[src/hdl/teq_pkg.sv]
// Shared types and constants of the timed expiry queue.
package teq_pkg;

  localparam int CAPACITY_DEF  = 8;
  localparam int TAG_W         = 16;
  localparam int LIFE_W        = 16;
  localparam int KIND_W        = 2;
  localparam int IDX_W         = 3;
  localparam int CNT_OUT_W     = 4;
  localparam int LIMIT_W       = 4;
  localparam logic [LIMIT_W-1:0] LIMIT_RESET = 4'd3;

  typedef enum logic [KIND_W-1:0] {
    KIND_ENQUEUE = 2'd0,
    KIND_TICK    = 2'd1,
    KIND_READ    = 2'd2,
    KIND_NONE    = 2'd3
  } kind_e;

  typedef struct packed {
    logic              occ;
    logic [TAG_W-1:0]  tag;
    logic [LIFE_W-1:0] life;
  } entry_t;

  typedef struct packed {
    logic              tick;
    logic [LIFE_W-1:0] elapsed;
    logic              step;
    logic              kill;
    logic              load;
    logic [TAG_W-1:0]  new_tag;
    logic [LIFE_W-1:0] new_life;
  } cell_ctrl_t;

endpackage

[src/hdl/teq_cell.sv]
// One queue slot: holds an entry, ages it and takes its younger neighbour when compacting.
module teq_cell (
  input  logic                clk_i,
  input  logic                rst_ni,
  input  teq_pkg::cell_ctrl_t ctrl_i,
  input  teq_pkg::entry_t     next_i,
  input  logic                hole_below_i,
  output logic                hole_upto_o,
  output teq_pkg::entry_t     entry_o
);

  logic                       occ_q;
  logic [teq_pkg::TAG_W-1:0]  tag_q;
  logic [teq_pkg::LIFE_W-1:0] life_q;
  logic [teq_pkg::LIFE_W-1:0] life_sub;
  logic                       shift;

  assign hole_upto_o = hole_below_i | ~occ_q;
  assign shift       = ctrl_i.step & hole_upto_o;
  assign life_sub    = (life_q > ctrl_i.elapsed) ? (life_q - ctrl_i.elapsed) : '0;

  always_ff @(posedge clk_i or negedge rst_ni) begin
    if (!rst_ni) begin
      occ_q <= 1'b0;
    end else if (ctrl_i.load) begin
      occ_q <= 1'b1;
    end else if (shift) begin
      occ_q <= next_i.occ;
    end else if (ctrl_i.tick) begin
      occ_q <= occ_q & (life_sub != '0);
    end else if (ctrl_i.kill) begin
      occ_q <= 1'b0;
    end
  end

  always_ff @(posedge clk_i) begin
    if (ctrl_i.load) begin
      tag_q  <= ctrl_i.new_tag;
      life_q <= ctrl_i.new_life;
    end else if (shift) begin
      tag_q  <= next_i.tag;
      life_q <= next_i.life;
    end else if (ctrl_i.tick) begin
      life_q <= life_sub;
    end
  end

  assign entry_o.occ  = occ_q;
  assign entry_o.tag  = tag_q;
  assign entry_o.life = life_q;

endmodule

[src/hdl/timed_expiry_queue.sv]
// Top level of the timed expiry queue: control sequencer around a row of slot cells.
// A read or unused kind goes straight to the result stage; an enqueue or tick first
// passes through compaction, which closes one gap per cycle, and an enqueue then
// appends its entry. One transaction is taken at a time, the next once the result is
// registered. A limit write holds off input until its trim has finished.
// Reset: async, low; empty, limit 3.
module timed_expiry_queue #(
  parameter int CAPACITY = teq_pkg::CAPACITY_DEF
) (
  input  logic                          clk_i,
  input  logic                          rst_ni,
  // input transactions
  input  logic                          in_valid_i,
  output logic                          in_ready_o,
  input  logic [teq_pkg::KIND_W-1:0]    kind_i,
  input  logic [teq_pkg::TAG_W-1:0]     entry_tag_i,
  input  logic [teq_pkg::LIFE_W-1:0]    duration_i,
  input  logic [teq_pkg::LIFE_W-1:0]    elapsed_i,
  input  logic [teq_pkg::IDX_W-1:0]     read_index_i,
  // result transactions
  output logic                          out_valid_o,
  input  logic                          out_ready_i,
  output logic [teq_pkg::CNT_OUT_W-1:0] active_count_o,
  output logic [teq_pkg::CNT_OUT_W-1:0] removed_count_o,
  output logic                          entry_valid_o,
  output logic [teq_pkg::TAG_W-1:0]     out_tag_o,
  output logic [teq_pkg::LIFE_W-1:0]    out_remaining_o,
  // limit register
  input  logic                          cfg_we_i,
  input  logic [teq_pkg::LIMIT_W-1:0]   cfg_wdata_i
);

  localparam int CW = $clog2(CAPACITY + 1);

  typedef enum logic [1:0] {
    ST_IDLE,
    ST_COMPACT,
    ST_DONE
  } state_e;

  state_e                         state_q;
  teq_pkg::kind_e                 kind_q;
  logic                           trim_q;
  logic [teq_pkg::TAG_W-1:0]      tag_q;
  logic [teq_pkg::LIFE_W-1:0]     dur_q;
  logic [teq_pkg::IDX_W-1:0]      ridx_q;
  logic [CW-1:0]                  len_q;
  logic [CW-1:0]                  start_q;
  logic [CW-1:0]                  removed_q;
  logic [teq_pkg::LIMIT_W-1:0]    max_active_q;
  logic                           trim_pend_q;

  logic                           out_valid_q;
  logic [teq_pkg::CNT_OUT_W-1:0]  active_count_q;
  logic [teq_pkg::CNT_OUT_W-1:0]  removed_count_q;
  logic                           entry_valid_q;
  logic [teq_pkg::TAG_W-1:0]      out_tag_q;
  logic [teq_pkg::LIFE_W-1:0]     out_remaining_q;

  teq_pkg::entry_t                cell_entry [CAPACITY];
  teq_pkg::cell_ctrl_t            cell_ctrl  [CAPACITY];
  logic [CAPACITY-1:0]            hole_upto;
  logic [CAPACITY-1:0]            hole_gap;

  logic                           accept;
  logic                           start_trim;
  logic                           hole_any;
  logic                           step;
  logic                           append;
  logic [CW-1:0]                  lim;
  logic [CW-1:0]                  kill_cnt;
  logic [CW-1:0]                  occ_cnt;
  logic [teq_pkg::IDX_W-1:0]      rd_pos;
  logic                           rd_valid;
  logic [teq_pkg::TAG_W-1:0]      rd_tag;
  logic [teq_pkg::LIFE_W-1:0]     rd_life;
  logic                           out_free;

  // Take input only when idle and no limit change is being written or waiting to be applied.
  assign in_ready_o = (state_q == ST_IDLE) & ~trim_pend_q & ~cfg_we_i;
  assign accept     = in_valid_i & in_ready_o;
  assign start_trim = (state_q == ST_IDLE) & trim_pend_q;
  assign out_free   = ~out_valid_q | out_ready_i;

  // Effective limit: zero or beyond capacity means capacity.
  always_comb begin
    if (max_active_q == '0 || 32'(max_active_q) > CAPACITY) begin
      lim = CW'(CAPACITY);
    end else begin
      lim = CW'(max_active_q);
    end
  end

  // Number of oldest entries to drop: eviction on a full enqueue, or a limit trim.
  always_comb begin
    kill_cnt = '0;
    if (accept && kind_i == teq_pkg::KIND_ENQUEUE && len_q >= lim) begin
      kill_cnt = len_q - lim + CW'(1);
    end else if (start_trim && len_q > lim) begin
      kill_cnt = len_q - lim;
    end
  end

  // A gap inside the held span exists when an occupied slot sits above a hole.
  always_comb begin
    hole_gap[0] = 1'b0;
    for (int i = 1; i < CAPACITY; i++) begin
      hole_gap[i] = hole_upto[i-1] & cell_entry[i].occ;
    end
  end

  // Occupied slots; once no gap is left they form the held span from slot 0,
  // which also covers entries dropped at the young end without any shift.
  always_comb begin
    occ_cnt = '0;
    for (int i = 0; i < CAPACITY; i++) begin
      occ_cnt = occ_cnt + CW'(cell_entry[i].occ);
    end
  end

  assign hole_any = |hole_gap;
  assign step     = (state_q == ST_COMPACT) & hole_any;
  assign append   = (state_q == ST_COMPACT) & ~hole_any & ~trim_q &
                    (kind_q == teq_pkg::KIND_ENQUEUE);

  // Row of cells; each hands its entry to the older neighbour on a compaction step.
  for (genvar g = 0; g < CAPACITY; g++) begin : g_cell
    teq_pkg::entry_t next_entry;
    logic            hole_below;

    if (g == CAPACITY - 1) begin : g_tail
      assign next_entry = '0;
    end else begin : g_mid
      assign next_entry = cell_entry[g+1];
    end

    if (g == 0) begin : g_head
      assign hole_below = 1'b0;
    end else begin : g_body
      assign hole_below = hole_upto[g-1];
    end

    assign cell_ctrl[g].tick     = accept & (kind_i == teq_pkg::KIND_TICK);
    assign cell_ctrl[g].elapsed  = elapsed_i;
    assign cell_ctrl[g].step     = step;
    assign cell_ctrl[g].kill     = 32'(kill_cnt) > g;
    assign cell_ctrl[g].load     = append & (32'(occ_cnt) == g);
    assign cell_ctrl[g].new_tag  = tag_q;
    assign cell_ctrl[g].new_life = dur_q;

    teq_cell u_cell (
      .clk_i        (clk_i),
      .rst_ni       (rst_ni),
      .ctrl_i       (cell_ctrl[g]),
      .next_i       (next_entry),
      .hole_below_i (hole_below),
      .hole_upto_o  (hole_upto[g]),
      .entry_o      (cell_entry[g])
    );
  end

  // Report the addressed entry for a read, the oldest one otherwise.
  assign rd_pos   = (kind_q == teq_pkg::KIND_READ) ? ridx_q : '0;
  assign rd_valid = 32'(rd_pos) < 32'(len_q);

  always_comb begin
    rd_tag  = '0;
    rd_life = '0;
    for (int i = 0; i < CAPACITY; i++) begin
      if (32'(rd_pos) == i) begin
        rd_tag  = rd_tag | cell_entry[i].tag;
        rd_life = rd_life | cell_entry[i].life;
      end
    end
  end

  always_ff @(posedge clk_i or negedge rst_ni) begin
    if (!rst_ni) begin
      state_q         <= ST_IDLE;
      kind_q          <= teq_pkg::KIND_NONE;
      trim_q          <= 1'b0;
      tag_q           <= '0;
      dur_q           <= '0;
      ridx_q          <= '0;
      len_q           <= '0;
      start_q         <= '0;
      removed_q       <= '0;
      max_active_q    <= teq_pkg::LIMIT_RESET;
      trim_pend_q     <= 1'b0;
      out_valid_q     <= 1'b0;
      active_count_q  <= '0;
      removed_count_q <= '0;
      entry_valid_q   <= 1'b0;
      out_tag_q       <= '0;
      out_remaining_q <= '0;
    end else begin
      // Limit writes land at once; the trim runs when the sequencer is next idle.
      if (cfg_we_i) begin
        max_active_q <= cfg_wdata_i;
        trim_pend_q  <= 1'b1;
      end else if (start_trim) begin
        trim_pend_q  <= 1'b0;
      end

      // Drop the taken result unless a new one is loaded at the same edge.
      if (out_valid_q && out_ready_i && state_q != ST_DONE) begin
        out_valid_q <= 1'b0;
      end

      unique case (state_q)
        ST_IDLE: begin
          if (accept) begin
            kind_q    <= teq_pkg::kind_e'(kind_i);
            trim_q    <= 1'b0;
            tag_q     <= entry_tag_i;
            dur_q     <= duration_i;
            ridx_q    <= read_index_i;
            start_q   <= len_q;
            removed_q <= '0;
            if (kind_i == teq_pkg::KIND_ENQUEUE || kind_i == teq_pkg::KIND_TICK) begin
              state_q <= ST_COMPACT;
            end else begin
              state_q <= ST_DONE;
            end
          end else if (start_trim) begin
            trim_q  <= 1'b1;
            state_q <= ST_COMPACT;
          end
        end

        ST_COMPACT: begin
          if (hole_any) begin
            // close the lowest gap, one slot shorter
            len_q <= len_q - CW'(1);
          end else begin
            removed_q <= start_q - occ_cnt;
            len_q     <= append ? occ_cnt + CW'(1) : occ_cnt;
            state_q   <= trim_q ? ST_IDLE : ST_DONE;
          end
        end

        ST_DONE: begin
          // hold until the output register is free
          if (out_free) begin
            out_valid_q     <= 1'b1;
            active_count_q  <= teq_pkg::CNT_OUT_W'(len_q);
            removed_count_q <= teq_pkg::CNT_OUT_W'(removed_q);
            entry_valid_q   <= rd_valid;
            out_tag_q       <= rd_valid ? rd_tag : '0;
            out_remaining_q <= rd_valid ? rd_life : '0;
            state_q         <= ST_IDLE;
          end
        end

        default: begin
          state_q <= ST_IDLE;
        end
      endcase
    end
  end

  assign out_valid_o     = out_valid_q;
  assign active_count_o  = active_count_q;
  assign removed_count_o = removed_count_q;
  assign entry_valid_o   = entry_valid_q;
  assign out_tag_o       = out_tag_q;
  assign out_remaining_o = out_remaining_q;

endmodule
[config.mk]
export PLATFORM = sky130hd
export DESIGN_NAME = timed_expiry_queue
export DESIGN_NICKNAME = d
export VERILOG_FILES = /design/src/hdl/teq_pkg.sv /design/src/hdl/teq_cell.sv /design/src/hdl/timed_expiry_queue.sv
export SDC_FILE = /design/constraint.sdc
export NUM_CORES = 1
export LEC_CHECK = 0
export ABC_AREA = 1
export BUFFER_PORTS_ARGS = -buffer_cell sky130_fd_sc_hd__buf_4
export CAP_MARGIN = 30
export CORE_MARGIN = 3
export CORE_UTILIZATION = 40
export CTS_CLUSTER_DIAMETER = 200
export CTS_CLUSTER_SIZE = 28
export DETAILED_ROUTE_END_ITERATION = 8
export SYNTH_ARGS = -nofsm -noshare
export SYNTH_HDL_FRONTEND = slang
export SYNTH_SLANG_ARGS = --single-unit
[constraint.sdc]
create_clock -name clk_i -period 8.3 [get_ports clk_i]
set_input_delay 0.83 -clock clk_i [delete_from_list [all_inputs] [get_ports clk_i]]
set_output_delay 0.83 -clock clk_i [all_outputs]
set_load 0.01 [all_outputs]
==> flow_metrics.tcl, run 1 <==
set metrics [dict create \
    status "finished, final reports clean" \
    port_buffers 104 \
    yosys.area.top_type_share_pct 28.5 \
    initial_core_util_pct 40.7 \
    fin_worst_skew_ns 0.0292 \
    async_reset_ff_share_pct 29.5 \
    yosysUniqueCellTypes 48 \
    place.gp.congestion 0.954 \
    p_leak_uw 0.0140 \
    reg2reg_from "g_cell[0].u_cell.occ_q" \
    ys_seq_elements 363 \
    grt_overflow 0 \
    startpoint "g_cell[0].u_cell.occ_q" \
    setup_viol 0 \
    critPathLaunchType "flop" \
    ctsResizeCount 0 \
    worst_pin_slew_ns 1.00 \
    first_pass_iters 6 \
    fin_area_um2 29200 \
    cp.arrival_ns 6.17 \
    synth_top_flop_cell "edfxtp_1" \
    post_drt_wl_per_cell_um 21.6 \
    fin_crit_sh_pct 72.1 \
    cts_buffers 16 \
    drive_gt1_share_pct 4.91 \
    die_w_um 266 \
    r2r_end "g_cell[1].u_cell.life_q[0]" \
    drt-initial-drc-count 3301 \
    synth_nets 3995 \
    r2r_setup_slack_ns 2.32 \
    drc 0 \
    clock-root-buffer "clkbuf_16" \
    rows 94 \
    area_delta_synth_final_pct 8.12 \
    worstPathRequired_ns 8.49 \
    dp.final_hpwl_um 78300 \
    place_area_um2 28700 \
    worst-setup-path-type "flop to flop" \
    ff2ff_path_depth 17 \
    cts_tree "built" \
    grt_pass1_wl_um 150000 \
    grt_use_total_pct 27.9 \
    grt_max_degree 74 \
    cts_max_level 1 \
    maxSlewViolCount 0 \
    ys_seq_area_share_pct 38.4 \
    grt_pass1_vias 23700 \
    routed_wl_um 101000 \
    vias 26400 \
    post-route-min-period_ns 5.98 \
    cts.clk_slew.worst_paths_ns 0.12 \
    die-area_um2 70700 \
    vias_per_cell 5.64 \
    clock.fmax_mhz 167 \
    core_area_um2 66300 \
    final_nets 4023 \
    io_pins 105 \
    multiInputGateArea_um2 14300 \
    worstPathMaxFanout 64 \
    post-synth-top-area-cell "edfxtp_1" \
    synth_area_um2 27000 \
    seqCellArea_um2 10400 \
    post_cts_buffers 0 \
    final_hold_viol_count 0 \
    end_kind "flop" \
    synth.area.top_cells "edfxtp_1, nand2_1, dfrtp_1" \
    cts_sinks 363 \
    peakVddDrop_v 0.000213 \
    synth_edf_count 256 \
    worstSetupEndpoint "g_cell[1].u_cell.life_q[0]" \
    clock_latency_ns 0.55 \
    die_height_um 266 \
    synth_cells 3772 \
    ys_warn_count 0 \
    ant_nets 0 \
    finalSetupTns_ns 0 \
    avgSynthCellArea_um2 7.16 \
    clockBufferDepth 3 \
    drv_cap 0 \
    relSlewSlack_pct 33.3 \
    hold_class "input pin to async pin" \
    rsz0062_at_grt "no" \
    antenna_found_initial 2 \
    p_per_area_nw_per_um2 468 \
    fillers 6947 \
    hold_buffers 0 \
]
[how the worst min path moves through the flow]
stage                             start                   to  slack [ns]  cells past startpoint
global route                     rst_ni    active_count_o[1]        0.49                      1
finish                           rst_ni   removed_count_o[1]        0.43                      1
detailed placement        out_tag_o[12]        out_tag_o[12]        0.47                      2
floorplan                    start_q[0]           start_q[0]        0.45                      2
CTS                              rst_ni   out_remaining_o[0]        0.45                      1
global placement    out_remaining_o[10]  out_remaining_o[10]        0.47                      2
[report_power, final]
group	internal, uW	switching [uW]
clock network	393	614
registers	3380	934
logic	2610	5760
total	6370	7300
[cell usage in the layout (no fill, tap or decap), types with 4 or more instances in the layout]
master / instances
buf_16: 6
fa_1: 14
o21ai_0: 290
a221oi_1: 26
o211ai_1: 69
nand3_1: 323
nand2_1: 1225
clkbuf_16: 17
o32ai_1: 7
nand3b_1: 20
o22ai_1: 5
buf_4: 127
dfstp_2: 4
clkbuf_1: 11
nand4_1: 81
inv_2: 9
a21oi_1: 135
edfxtp_1: 256
o21bai_1: 9
xnor2_1: 8
inv_1: 469
o21ai_1: 75
xor2_1: 28
a31oi_1: 35
dfrtp_1: 103
and2_1: 18
nor2_2: 8
nor3_1: 20
nor2_1: 233
ha_1: 147
[registers in the layout, summed over array words and instances, names as in the netlist, 8 cells and up]
signal and count:
tag_q 16, out_remaining_o 16, g_cell.u_cell.occ_q 8, g_cell.u_cell.tag_q 128
g_cell.u_cell.life_q 128, dur_q 16, out_tag_o 16
[metrics by stage]
| step | instances | util (%) | setup WS [ns] | hold WS, ns | total power [uW] |
|---|---|---|---|---|---|
| 3_5_place_dp | 4644 | 43.3 | 2.29 | 0.469 | 12400 |
| 3_3_place_gp | 4637 | 43.0 | 2.33 | 0.465 | 12400 |
| 2_1_floorplan | 3772 | - | 3.50 | 0.453 | 9530 |
| 6_report | 4675 | 44.0 | 2.32 | 0.430 | 13700 |
| 5_1_grt | 4674 | 44.0 | 1.80 | 0.488 | 14800 |
| 4_1_cts | 4672 | 44.0 | 2.28 | 0.449 | 13500 |
[critical path, cell delays in order (launching register included)]
cell,delay [ns]
dfrtp_1,0.45
fa_1,0.55
inv_1,0.05
fa_1,0.45
fa_1,0.50
inv_1,0.04
ha_1,0.20
fa_1,0.43
or2_2,0.28
nand2_1,0.18
inv_1,0.08
nor2_1,0.16
inv_1,0.09
nor3_2,0.31
inv_2,0.44
nand2_1,0.73
nor2_1,0.12
inv_1,0.54
[final cells by class]
| type | instances | share of cell area [%] |
|---|---|---|
| antenna | 1 | 0.00857 |
| clock buffer | 28 | 1.60 |
| timing repair buffer | 136 | 3.98 |
| multi-input combinational | 2805 | 49.1 |
| inverter | 478 | 6.14 |
| sequential | 363 | 35.5 |
| tap | 864 | 3.70 |
[cells in the mapped netlist (26+ instances only)]
library cell     n
clkbuf_1        66
dfrtp_1        103
o21ai_1         75
nand3_1        324
o211ai_1        69
edfxtp_1       256
xor2_1          28
a221oi_1        26
nand2_1       1225
a31oi_1         35
nor2_1         239
inv_1          471
a21oi_1        135
o21ai_0        290
ha_1           147
buf_2           50
nand4_1         81
[routing by layer]
metal / track usage, % / up-vias / wire length, um
met5: 0 / - / 0
met4: 8.25 / 0 / 3230
met3: 4.45 / 145 / 9890
met2: 42.3 / 1210 / 43000
met1: 40.9 / 12300 / 44900
li1: - / 12700 / -
[kinds of logic after synthesis]
logic type	share of synthesized area, %
buffers and inverters	8.64
AO/OA/AOI/OAI	13.9
flip-flops	38.4
XOR/XNOR	1.17
AND/OR/NAND/NOR	30.1
adder cells (fa/ha/maj)	7.85
Power figures use the tool's default switching activity.
==> inputs of run 2 (changes only) <==
==> constraint.sdc (replaced) <==
create_clock -name clk_i -period 6.1 [get_ports clk_i]
set_input_delay 0.61 -clock clk_i [delete_from_list [all_inputs] [get_ports clk_i]]
set_output_delay 0.61 -clock clk_i [all_outputs]
set_load 0.01 [all_outputs]
==> run 2 against run 1 <==
  * Final area about the same
  * Flip-flop and latch count did not move
  * Power is 36% higher
  * Clock skew rose by 0.0070 ns
  * Cell count grew 0.24%
  * Non-clock buffer count rose by 12
  * Critical path depth rose by 1
  * Critical path type unchanged
  * Largest cell class unchanged
==> flow_metrics.tcl, run 2 (synthesis results as in run 1) <==
set metrics [dict create \
    hold_buffers 0 \
    setup_viol 0 \
    place_area_um2 28700 \
    grt_use_total_pct 27.8 \
    drt-initial-drc-count 3428 \
    clock_latency_ns 0.56 \
    post_cts_buffers 0 \
    drive_gt1_share_pct 5.21 \
    reg_top3 "g_cell.u_cell.life_q (128), g_cell.u_cell.tag_q (128)" \
    die-area_um2 70700 \
    worstPathRequired_ns 6.55 \
    port_buffers 104 \
    die_w_um 266 \
    core_area_um2 66300 \
    post_drt_wl_per_cell_um 21.5 \
    die_height_um 266 \
    critical_path.max_stage_delay_ns 0.77 \
    place.gp.congestion 0.952 \
    area_delta_synth_final_pct 8.04 \
    peakVddDrop_v 0.000253 \
    final_hold_viol_count 0 \
    rows 94 \
    fin_cells 4686 \
    n_antenna_cell 0 \
    place_ws_ns 0.954 \
    post-route-min-period_ns 5.23 \
    antenna_found_initial 2 \
    final_common_cell "nand2_1" \
    dp.cells 4658 \
    final_nets 4035 \
    r2r_setup_slack_ns 0.87 \
    p_per_area_nw_per_um2 636 \
    rsz0062_at_grt "no" \
    first_pass_iters 6 \
    cts_tree "built" \
    cp_slowest_cell "nand3_1" \
    vias 26700 \
    cp_top_family "adder cells" \
    vias_per_cell 5.69 \
    clock.fmax_mhz 191 \
    fin_ws_ns 0.873 \
    fillers 6860 \
    cts_buffers 16 \
    relSlewSlack_pct 30.7 \
    cts_max_level 1 \
    crit_chain "fa_1 -> inv_1 -> fa_1 -> fa_1 -> inv_1 -> ha_1 -> fa_1 -> nand2_1 -> nand2_1 -> inv_1 -> nor2_1 -> nand4_1 -> buf_4 -> nand3_1 -> nor2_1 -> nand2_1 -> nor2_1 -> a21oi_1" \
    io_pins 105 \
    end_kind "flop" \
    grt_pass1_wl_um 150000 \
    hold_class "input pin to async pin" \
    routed_wl_um 101000 \
    drv_cap 0 \
    worstPathMaxFanout 67 \
    p_leak_uw 0.0140 \
    clockBufferDepth 3 \
    status "finished, final reports clean" \
    ctsResizeCount 0 \
    worst-setup-path-type "flop to flop" \
    cts.clk_slew.worst_paths_ns 0.13 \
    dp.final_hpwl_um 78600 \
    maxSlewViolCount 0 \
    cp.arrival_ns 5.68 \
    critPathLaunchType "flop" \
    critPathBufInv 4 \
    worst_pin_slew_ns 1.03 \
    initial_core_util_pct 40.7 \
    clock-root-buffer "clkbuf_16" \
    drc 0 \
    fin_util_pct 44.0 \
    cpMostUsedCell "fa_1" \
    grt_max_degree 74 \
    ant_nets 0 \
    finalSetupTns_ns 0 \
    cts_sinks 363 \
    fin_crit_sh_pct 85.7 \
    final_cell_mix "nand2_1, inv_1, nand3_1" \
    grt_pass1_vias 24000 \
    fin_worst_skew_ns 0.0362 \
    grt_overflow 0 \
    fin_area_um2 29200 \
]
run 2: cell count changes in the layout (fill, tap and decap cells not counted):
cell,delta
diode_2,-1
a21boi_1,+1
buf_4,+19
clkbuf_4,-1
buf_8,-1
buf_16,-5
a21boi_0,-1
run 2: path summary, 6_finish.rpt:
| path | startpoint | endpoint | depth (start not counted) |
|---|---|---|---|
| setup reg to reg | g_cell[0].u_cell.occ_q | g_cell[2].u_cell.occ_q | 18 |
| hold / removal | rst_ni | tag_q[5] | 1 |
| max in group asynchronous | rst_ni | dur_q[2] | 2 |
| setup / recovery | g_cell[0].u_cell.occ_q | g_cell[2].u_cell.occ_q | 18 |
| min in group clk_i | entry_tag_i[4] | tag_q[4] | 3 |
| hold reg to reg | out_tag_o[6] | out_tag_o[6] | 2 |
run 2: metrics by stage:
| step | hold WS, ns | power, uW |
|---|---|---|
| after floorplan | 0.314 | 13000 |
| after global placement | 0.467 | 16800 |
| after detailed placement | 0.468 | 16900 |
| after CTS | 0.144 | 18200 |
| after global routing | 0.180 | 20000 |
| final | 0.142 | 18500 |
run 2: power by group:
group	switching [uW]	internal, uW
registers	1250	4590
logic	7830	3530
clock network	820	534
run 2: layer usage:
| layer | track usage (%) | routed length, um |
|---|---|---|
| met1 | 41.7 | 45400 |
| met2 | 42.7 | 43200 |
| met3 | 3.31 | 9410 |
| met4 | 7.11 | 2950 |
| met5 | 0 | 0 |
run 2: area by class of cell:
type,instances,area (um^2),share of cell area [%]
Clock buffer,28,467,1.60
Inverter,478,1790,6.15
Multi-Input combinational cell,2805,14300,49.1
Sequential cell,363,10400,35.5
Tap cell,864,1080,3.70
Timing Repair Buffer,148,1140,3.92
